--- src/rtl/core/kbd_pkg.sv ---
`timescale 1ns / 1ps

package kbd_pkg;

    localparam int SLOT_PORTS = 6;
    localparam int KEY_SLOTS  = 6;
    localparam int EVT_COUNT  = 1 + 2 * KEY_SLOTS;

    typedef logic [7:0] code_t;
    typedef logic [KEY_SLOTS-1:0][7:0] key_row_t;
    typedef logic [EVT_COUNT-1:0] evt_mask_t;

    localparam code_t KEY_EMPTY    = 8'd0;
    localparam code_t KEY_ROLLOVER = 8'd1;

    typedef enum logic [1:0] {
        KIND_MODS = 2'd0,
        KIND_DOWN = 2'd1,
        KIND_UP   = 2'd2
    } kind_t;

    typedef struct packed {
        logic down;
        logic up;
    } lane_flags_t;

    typedef struct packed {
        evt_mask_t mask;
        key_row_t  cur_keys;
        key_row_t  prior_keys;
        code_t     old_mods;
        code_t     new_mods;
    } job_t;

endpackage

--- src/rtl/core/kbd_lane.sv ---
`timescale 1ns / 1ps

module kbd_lane
    import kbd_pkg::*;
(
    input  code_t       cur_code,
    input  code_t       prior_code,
    input  key_row_t    cur_row,
    input  key_row_t    prior_row,
    output lane_flags_t flags
);

    logic cur_seen;
    logic prior_seen;

    always_comb
    begin
        cur_seen   = 1'b0;
        prior_seen = 1'b0;
        for (int k = 0; k < KEY_SLOTS; k++)
        begin
            if (prior_row[k] == cur_code)
            begin
                cur_seen = 1'b1;
            end
            if (cur_row[k] == prior_code)
            begin
                prior_seen = 1'b1;
            end
        end
        flags.down = (cur_code > KEY_ROLLOVER) && !cur_seen;
        flags.up   = (prior_code > KEY_ROLLOVER) && !prior_seen;
    end

endmodule

--- src/rtl/core/kbd_serializer.sv ---
`timescale 1ns / 1ps

module kbd_serializer
    import kbd_pkg::*;
(
    input  logic       clk,
    input  logic       rst_n,
    input  logic       job_load,
    input  job_t       job_in,
    output logic       job_ready,
    output logic       out_valid,
    input  logic       out_ready,
    output logic [1:0] event_kind,
    output logic [7:0] key_code,
    output logic [7:0] old_modifiers,
    output logic [7:0] new_modifiers,
    output logic       last_event
);

    logic      job_valid_reg;
    evt_mask_t mask_reg;
    evt_mask_t mask_next;
    evt_mask_t low_bit;
    key_row_t  cur_keys_reg;
    key_row_t  prior_keys_reg;
    code_t     old_mods_reg;
    code_t     new_mods_reg;
    logic      load_out;

    logic      out_valid_reg;
    kind_t     kind_reg;
    code_t     code_reg;
    code_t     old_out_reg;
    code_t     new_out_reg;
    logic      last_reg;

    kind_t     sel_kind;
    code_t     sel_code;

    always_comb
    begin
        low_bit   = mask_reg & (~mask_reg + 1'b1);
        mask_next = mask_reg & ~low_bit;
        load_out  = job_valid_reg && (!out_valid_reg || out_ready);
        job_ready = !job_valid_reg || (load_out && (mask_next == '0));
    end

    // one-hot pick of the lowest pending event
    always_comb
    begin
        sel_kind = KIND_MODS;
        sel_code = KEY_EMPTY;
        for (int k = 0; k < KEY_SLOTS; k++)
        begin
            if (low_bit[1 + 2 * k])
            begin
                sel_kind = KIND_DOWN;
                sel_code = cur_keys_reg[k];
            end
            if (low_bit[2 + 2 * k])
            begin
                sel_kind = KIND_UP;
                sel_code = prior_keys_reg[k];
            end
        end
    end

    always_ff @(posedge clk or negedge rst_n)
    begin
        if (!rst_n)
        begin
            job_valid_reg <= 1'b0;
            mask_reg      <= '0;
        end
        else if (job_load)
        begin
            job_valid_reg <= 1'b1;
            mask_reg      <= job_in.mask;
        end
        else if (load_out)
        begin
            job_valid_reg <= (mask_next != '0);
            mask_reg      <= mask_next;
        end
    end

    always_ff @(posedge clk)
    begin
        if (job_load)
        begin
            cur_keys_reg   <= job_in.cur_keys;
            prior_keys_reg <= job_in.prior_keys;
            old_mods_reg   <= job_in.old_mods;
            new_mods_reg   <= job_in.new_mods;
        end
    end

    always_ff @(posedge clk or negedge rst_n)
    begin
        if (!rst_n)
        begin
            out_valid_reg <= 1'b0;
        end
        else if (load_out)
        begin
            out_valid_reg <= 1'b1;
        end
        else if (out_ready)
        begin
            out_valid_reg <= 1'b0;
        end
    end

    always_ff @(posedge clk)
    begin
        if (load_out)
        begin
            kind_reg    <= sel_kind;
            code_reg    <= sel_code;
            old_out_reg <= old_mods_reg;
            new_out_reg <= new_mods_reg;
            last_reg    <= (mask_next == '0);
        end
    end

    assign out_valid     = out_valid_reg;
    assign event_kind    = kind_reg;
    assign key_code      = code_reg;
    assign old_modifiers = old_out_reg;
    assign new_modifiers = new_out_reg;
    assign last_event    = last_reg;

endmodule

--- src/rtl/core/keyboard_report_key_event_diff.sv ---
`timescale 1ns / 1ps
// first event of a report: after its transfer it is held in the job register, then in the output register
// throughput: one event per cycle while out_ready does not stall the output register
// the next report is taken in the cycle its predecessor's last event moves to the output
// a report that causes no event is taken without entering the event queue
// reset: asynchronous active low, clears prior report to zero and empties the queue

module keyboard_report_key_event_diff
    import kbd_pkg::*;
(
    input  logic       clk,
    input  logic       rst_n,
    input  logic       in_valid,
    output logic       in_ready,
    input  logic [7:0] modifier_bits,
    input  logic [7:0] key_slot_0,
    input  logic [7:0] key_slot_1,
    input  logic [7:0] key_slot_2,
    input  logic [7:0] key_slot_3,
    input  logic [7:0] key_slot_4,
    input  logic [7:0] key_slot_5,
    output logic       out_valid,
    input  logic       out_ready,
    output logic [1:0] event_kind,
    output logic [7:0] key_code,
    output logic [7:0] old_modifiers,
    output logic [7:0] new_modifiers,
    output logic       last_event
);

    code_t       prior_mods_reg;
    key_row_t    prior_keys_reg;
    code_t       all_keys [SLOT_PORTS];
    key_row_t    cur_row;
    lane_flags_t flags [KEY_SLOTS];
    evt_mask_t   mask;
    job_t        job;
    logic        in_xfer;
    logic        job_load;
    logic        job_ready;

    assign all_keys[0] = key_slot_0;
    assign all_keys[1] = key_slot_1;
    assign all_keys[2] = key_slot_2;
    assign all_keys[3] = key_slot_3;
    assign all_keys[4] = key_slot_4;
    assign all_keys[5] = key_slot_5;

    always_comb
    begin
        for (int k = 0; k < KEY_SLOTS; k++)
        begin
            cur_row[k] = all_keys[k];
        end
    end

    for (genvar g = 0; g < KEY_SLOTS; g++)
    begin : g_lane
        kbd_lane u_lane (
            .cur_code   (cur_row[g]),
            .prior_code (prior_keys_reg[g]),
            .cur_row    (cur_row),
            .prior_row  (prior_keys_reg),
            .flags      (flags[g])
        );
    end

    // merge lane results into the event mask in emission order
    always_comb
    begin
        mask    = '0;
        mask[0] = (modifier_bits != prior_mods_reg);
        for (int k = 0; k < KEY_SLOTS; k++)
        begin
            mask[1 + 2 * k] = flags[k].down;
            mask[2 + 2 * k] = flags[k].up;
        end
        job.mask       = mask;
        job.cur_keys   = cur_row;
        job.prior_keys = prior_keys_reg;
        job.old_mods   = prior_mods_reg;
        job.new_mods   = modifier_bits;
    end

    assign in_ready = job_ready;
    assign in_xfer  = in_valid && job_ready;
    assign job_load = in_xfer && (mask != '0);

    always_ff @(posedge clk or negedge rst_n)
    begin
        if (!rst_n)
        begin
            prior_mods_reg <= '0;
            prior_keys_reg <= '0;
        end
        else if (in_xfer)
        begin
            prior_mods_reg <= modifier_bits;
            prior_keys_reg <= cur_row;
        end
    end

    kbd_serializer u_serializer (
        .clk           (clk),
        .rst_n         (rst_n),
        .job_load      (job_load),
        .job_in        (job),
        .job_ready     (job_ready),
        .out_valid     (out_valid),
        .out_ready     (out_ready),
        .event_kind    (event_kind),
        .key_code      (key_code),
        .old_modifiers (old_modifiers),
        .new_modifiers (new_modifiers),
        .last_event    (last_event)
    );

endmodule

--- config.mk ---
export PLATFORM = sky130hd
export DESIGN_NAME = keyboard_report_key_event_diff
export DESIGN_NICKNAME = d
export VERILOG_FILES = /design/src/rtl/core/kbd_pkg.sv /design/src/rtl/core/kbd_lane.sv /design/src/rtl/core/kbd_serializer.sv /design/src/rtl/core/keyboard_report_key_event_diff.sv
export SDC_FILE = /design/constraint.sdc
export NUM_CORES = 1
export LEC_CHECK = 0
export ABC_AREA = 1
export BUFFER_PORTS_ARGS = -buffer_cell sky130_fd_sc_hd__buf_2
export CORE_MARGIN = 1
export CORE_UTILIZATION = 60
export DETAILED_ROUTE_END_ITERATION = 6
export PLACE_DENSITY = 0.77
export SYNTH_ARGS = -nofsm -noshare
export SYNTH_HDL_FRONTEND = slang
export SYNTH_HIERARCHICAL = 1
export SYNTH_SLANG_ARGS = --single-unit
export TNS_END_PERCENT = 10
--- constraint.sdc ---
create_clock -name clk -period 5.8 [get_ports clk]
set_input_delay 0.58 -clock clk [delete_from_list [all_inputs] [get_ports clk]]
set_output_delay 0.58 -clock clk [all_outputs]
set_load 0.05 [all_outputs]
Word level (Yosys, flattened, before mapping)
Cells that the tools add are included.
W data, S select, Z words.
{"block": "op_classes", "n_lt_le_gt_ge": 12, "n_bitwise": 4, "reduce_logical": 37, "eq_ne": 73, "addsub": 1, "mux": 101}
{"cell": "$eq A8 B8 Y1", "count": 72}
{"cell": "$gt A8 B1 Y1 const B", "count": 12}
{"cell": "$mux W8", "count": 12}
{"cell": "$mux W1", "count": 77}
{"cell": "$and A13 B13 Y13", "count": 2}
{"cell": "$mux W13", "count": 2}
{"cell": "$not A13 Y13", "count": 2}
{"cell": "$reduce_bool A13 Y1", "count": 2}
{"cell": "$mux W2", "count": 10}
{"cell": "$logic_and A1 B1 Y1", "count": 16}
{"cell": "$logic_not A1 Y1", "count": 14}
{"cell": "$add A13 B1 Y13 const B", "count": 1}
{"cell": "$logic_not A13 Y1", "count": 1}
{"cell": "$ne A8 B8 Y1", "count": 1}
{"cell": "$reduce_bool A2 Y1", "count": 2}
{"cell": "$logic_or A1 B1 Y1", "count": 2}
{"block": "totals", "output_inout_bits": 29, "in_bits": 60, "regBits": 210}

Depth between registers and ports, before layout
{"block": "logic_depth", "ltp_word": 15, "depth_mapped": 22, "mapped_depth_nobuf": 20}

Hierarchy
Netlist, hierarchy kept.
{"mod": "kbd_lane", "area_each_um2": 1806.7, "cells_per_inst": 366, "n_inst": 6}
{"mod": "kbd_serializer", "area_each_um2": 5915.7, "cells_per_inst": 443, "n_inst": 1}
{"mod": "keyboard_report_key_event_diff", "area_each_um2": 2321.0, "cells_per_inst": 283, "n_inst": 1}

Worst setup path after synthesis
No wires, ideal clock.
{"block": "synth_timing", "path_type": "register -> register", "from": "register u_serializer.out_valid_reg (netlist: u_serializer/out_valid)", "to": "register u_serializer.mask_reg[11]", "arrival_ns": 5.533, "stages_incl_launch_ff": 15, "synth_period_minus_slack_ns": 5.679, "path_buffers": 2, "setup_slack_ns": 0.121, "setup_time_ns": 0.146, "path_cell_list": "dfrtp_1 > nand2_1 > nand2_1 > inv_1 > nand4_1 > nand2_1 > nand2_2 > inv_2 > buf_4 > nand2_1 > inv_1 > nor2_1 > inv_1 > clkbuf_1 > o221ai_1"}
{"block": "synth_via", "elab_chain_len": 8}
{"element": "from (decl)", "line_no": "kbd_serializer.sv:30", "rtl": "logic out_valid_reg;"}
{"element": "from (signal assigned)", "line_no": "kbd_serializer.sv:102", "rtl": "out_valid_reg <= 1'b0;"}
{"element": "from (signal assigned)", "line_no": "kbd_serializer.sv:106", "rtl": "out_valid_reg <= 1'b1;"}
{"element": "from (signal assigned)", "line_no": "kbd_serializer.sv:110", "rtl": "out_valid_reg <= 1'b0;"}
{"element": "$logic_not A1 Y1 *", "line_no": "kbd_serializer.sv:44", "rtl": "load_out = job_valid_reg && (!out_valid_reg || out_ready);"}
{"element": "$logic_or A1 B1 Y1 *", "line_no": "kbd_serializer.sv:44"}
{"element": "$logic_and A1 B1 Y1 *", "line_no": "kbd_serializer.sv:44"}
{"element": "net u_serializer.load_out", "line_no": "kbd_serializer.sv:28", "rtl": "logic load_out;"}
{"element": "$logic_and A1 B1 Y1 *", "line_no": "kbd_serializer.sv:45", "rtl": "job_ready = !job_valid_reg || (load_out && (mask_next == '0));"}
{"element": "$logic_or A1 B1 Y1 *", "line_no": "kbd_serializer.sv:45"}
{"element": "net in_ready", "line_no": "keyboard_report_key_event_diff.sv:14", "rtl": "output logic in_ready,"}
{"element": "$logic_and A1 B1 Y1 *", "line_no": "keyboard_report_key_event_diff.sv:86", "rtl": "assign in_xfer = in_valid && job_ready;"}
{"element": "$logic_and A1 B1 Y1 *", "line_no": "keyboard_report_key_event_diff.sv:87", "rtl": "assign job_load = in_xfer && (mask != '0);"}
{"element": "net job_load", "line_no": "keyboard_report_key_event_diff.sv:39", "rtl": "logic job_load;"}
{"element": "$mux W13 / $reduce_bool A2 Y1 (equally long branches)"}
{"element": "to (signal assigned)", "line_no": "kbd_serializer.sv:78", "rtl": "mask_reg <= job_in.mask;"}
{"element": "to (signal assigned)", "line_no": "kbd_serializer.sv:83", "rtl": "mask_reg <= mask_next;"}
{"element": "to (decl)", "line_no": "kbd_serializer.sv:21", "rtl": "evt_mask_t mask_reg;"}
The timed path passes the listed nets; every way through them passes the cells marked *.
A chain may end at the register's enable or synchronous reset.

Worst setup path after layout
{"block": "layout_timing", "from": "register u_serializer.mask_reg[0]", "to": "register u_serializer.mask_reg[6]"}
{"block": "layout_via", "elab_chain_len": 11}
{"element": "$not A13 Y13", "line_no": "kbd_serializer.sv:42", "rtl": "low_bit = mask_reg & (~mask_reg + 1'b1);"}
{"element": "$add A13 B1 Y13", "line_no": "kbd_serializer.sv:42"}
{"element": "$and A13 B13 Y13", "line_no": "kbd_serializer.sv:42"}
{"element": "$not A13 Y13", "line_no": "kbd_serializer.sv:43", "rtl": "mask_next = mask_reg & ~low_bit;"}
{"element": "$and A13 B13 Y13 *", "line_no": "kbd_serializer.sv:43"}
{"element": "$logic_not A13 Y1 *", "line_no": "kbd_serializer.sv:45"}
{"element": "$logic_and A1 B1 Y1 *", "line_no": "kbd_serializer.sv:45"}
{"element": "$logic_or A1 B1 Y1 *", "line_no": "kbd_serializer.sv:45"}
{"element": "$logic_and A1 B1 Y1 *", "line_no": "keyboard_report_key_event_diff.sv:86"}
{"element": "$logic_and A1 B1 Y1 *", "line_no": "keyboard_report_key_event_diff.sv:87"}
{"element": "net job_load", "line_no": "keyboard_report_key_event_diff.sv:39"}
{"element": "$mux W13 / $reduce_bool A2 Y1 (equally long branches)"}
The timed path passes the listed nets; every way through them passes the cells marked *. The select of a mux whose other input is x is not followed.

==> flow_summary.json <==
{
  "outcome": "complete, no violations",
  "report.power.total_mw": 10.10,
  "maxCapViolations": 0,
  "ctsHtreeMaxLevel": 1,
  "dp_hpwl_um": 40360,
  "rows": 64,
  "clock_skew_ps": 13.81,
  "irDropWorstVdd_mv": 0.2705,
  "vias_per_cell": 5.442,
  "ys_ff_latch": 210,
  "grt-ovfl-total": 0,
  "grt_first_pass_wirelength_um": 94300,
  "yosysWarningCount": 6,
  "vias": 18250,
  "cts_inserted_buffers": 23,
  "r2r_end": "u_serializer/mask_reg[6]",
  "synth_nets": 2982,
  "powerDensity_nw_per_um2": 511.6,
  "worst_ep_arrival_time_ps": 4490,
  "dr.pass1.iters": 6,
  "end_kind": "flip-flop",
  "r2r_start": "u_serializer/mask_reg[0]",
  "grt_antenna_before_repair": 2,
  "cts.sinks": 210,
  "die_area_um2": 32510,
  "ant_nets": 0,
  "max_freq_mhz": 242.9,
  "crit_fanout": 82,
  "start_util_pct": 61.72,
  "critPathLaunchType": "flip-flop",
  "synthDistinctLibCells": 32,
  "reg2reg_slack_ps": 1680,
  "ctsLongestPathBuffers": 3,
  "diodes": 0,
  "cts_root_buffer": "clkbuf_16",
  "die_h_um": 180.3,
  "min_period_over_period_pct": 70.97,
  "tns_ps": 0,
  "avgSynthCellArea_um2": 6.529,
  "worst_slew_pin_slew_ps": 1131,
  "io_pins": 89,
  "maxSlewHeadroom_pct": 24.62,
  "routed_wl_um": 61550,
  "rsz0062_at_grt": "false",
  "route.detailed.drc": 0,
  "die_x_um": 180.3,
  "drt_iter0_drc": 1894,
  "postCtsSetupBuffers": 0,
  "synthesis.area_um2": 19080,
  "crit_type": "reg -> reg",
  "hold_ws_ps": 251.5,
  "post_cts_resized": 0,
  "ctsHoldBuffers": 0,
  "maxSlewViolCount": 0,
  "gp_congestion": 0.9665,
  "clk_pin_slew_ps": 60,
  "netlist_instances": 2922,
  "grt_pass1_vias": 16720,
  "io_buffers": 88,
  "ys_seq_area_share_pct": 31.19,
  "fin_util_pct": 63.88,
  "synthToLayoutAreaGrowth_pct": 3.496,
  "layout.nets": 3001,
  "grt_usage_pct": 37.98,
  "layout-drive-gt1-share_pct": 10.95,
  "p_leak_nw": 9.970,
  "setup_violations": 0,
  "wl_per_cell_um": 18.35,
  "cts_tree": "built",
  "final_hold_viol_count": 0,
  "clk_latency_ps": 530,
  "final.fill_count": 2838,
  "coreArea_um2": 30910,
  "critPathRequiredTime_ps": 6180,
  "rr_worst_depth": 17,
  "grt_max_degree": 83,
  "holdCritPathClass": "in -> async",
  "min_period_ps": 4116
}
## report_power, final
| part | switching (mW) | leakage, nW | internal [mW] | total [mW] |
|---|---|---|---|---|
| sequential | 1.13 | 2.19 | 2.19 | 3.32 |
| combinational | 3.41 | 7.43 | 1.92 | 5.33 |
| clock | 0.604 | 0.356 | 0.847 | 1.45 |
## routing by layer
layer | track usage, % | vias up | routed length, µm
li1 | - | 8688 | -
met1 | 49.87 | 8226 | 24040
met2 | 59.77 | 1092 | 26510
met3 | 5.517 | 243 | 7034
met4 | 22.29 | 4 | 3941
met5 | 0 | - | 26
## layout make-up
class,instances,area [µm²],share of cell area [%]
clock buffers,33,623.1,3.156
repair buffers,112,623.1,3.156
inverters,429,1748,8.853
well taps,396,495.5,2.510
clock inverters,9,122.6,0.6210
multi-input cells,2165,10180,51.57
flip-flops and latches,210,5951,30.14
## worst max-delay path by stage
stage	start	to	slack, ps	cells past startpoint
after floorplan	u_serializer/out_valid	u_serializer/mask_reg[11]	120	14
after global placement	u_serializer/mask_reg[0]	u_serializer/mask_reg[6]	1860	17
after detailed placement	u_serializer/mask_reg[0]	u_serializer/mask_reg[6]	1780	17
after CTS	u_serializer/mask_reg[0]	u_serializer/mask_reg[6]	1760	17
after global routing	u_serializer/mask_reg[0]	u_serializer/mask_reg[2]	1350	17
final	u_serializer/mask_reg[0]	u_serializer/mask_reg[6]	1680	17
## through the flow
step | cell area (µm²) | setup slack (ps) | instances
5_1_grt | 19740 | 1348 | 3354
6_report | 19740 | 1684 | 3354
3_3_place_gp | 19000 | 1862 | 3312
3_5_place_dp | 19000 | 1784 | 3312
2_1_floorplan | 19080 | 120.8 | 2922
4_1_cts | 19740 | 1762 | 3354
## cells in the mapped netlist (all sizes together)
cell type     n  area (µm²)
clkbuf       10       37.54
nand3        63       315.3
nor4          1       6.260
xor2         12       105.1
nand2      1368        5298
buf         108        1162
o211ai        1       7.510
o22ai         2       12.51
inv         429        1745
nor2        357        1420
dfrtp        71        1777
nand4        45       281.5
o221ai       11       96.34
nor3          2       15.01
xnor2       293        2566
nand3b        1       7.510
o21ai         7       35.03
and3          1       6.260
edfxtp      139        4174
a221oi        1       8.760
## critical path: stages (launching register included)
cell and delay (ps):
dfrtp_1 470, nor2_8 370, nand2_4 170, nor2_8 210, nand2_1 70, nand2_1 70, nand2_1 50, nor2_1 150
nand4_1 110, nand2_1 130, nand2_2 50, buf_4 370, inv_2 130, nand2_1 90, inv_4 700, inv_1 140
nand2_1 410, o221ai_1 200
## layout by cell type (no fill, tap or decap), types with 13 or more instances in the layout
cell | netlist | final
clkbuf_16 | 0 | 23
inv_4 | 30 | 31
nor2_1 | 340 | 340
buf_2 | 5 | 87
buf_4 | 6 | 25
xnor2_1 | 293 | 293
nand2_2 | 62 | 62
nand4_1 | 45 | 45
nor2_2 | 13 | 13
inv_2 | 55 | 55
dfrtp_1 | 71 | 71
nand3_1 | 63 | 63
inv_6 | 12 | 13
inv_1 | 332 | 331
edfxtp_1 | 139 | 139
nand2_1 | 1305 | 1305
## kinds of logic (layout without fill, tap and decap cells)
logic type / count (synthesis) / after routing / share of synthesized area (%)
buffers and inverters: 547 / 583 / 15.44
DFF: 210 / 210 / 31.19
xor gates and xnor gates: 305 / 305 / 14.00
and+or+nand+nor: 1838 / 1838 / 38.53
AOI/OAI and AO/OA: 22 / 22 / 0.8395
No activity file was read; power rests on OpenSTA's default activity.
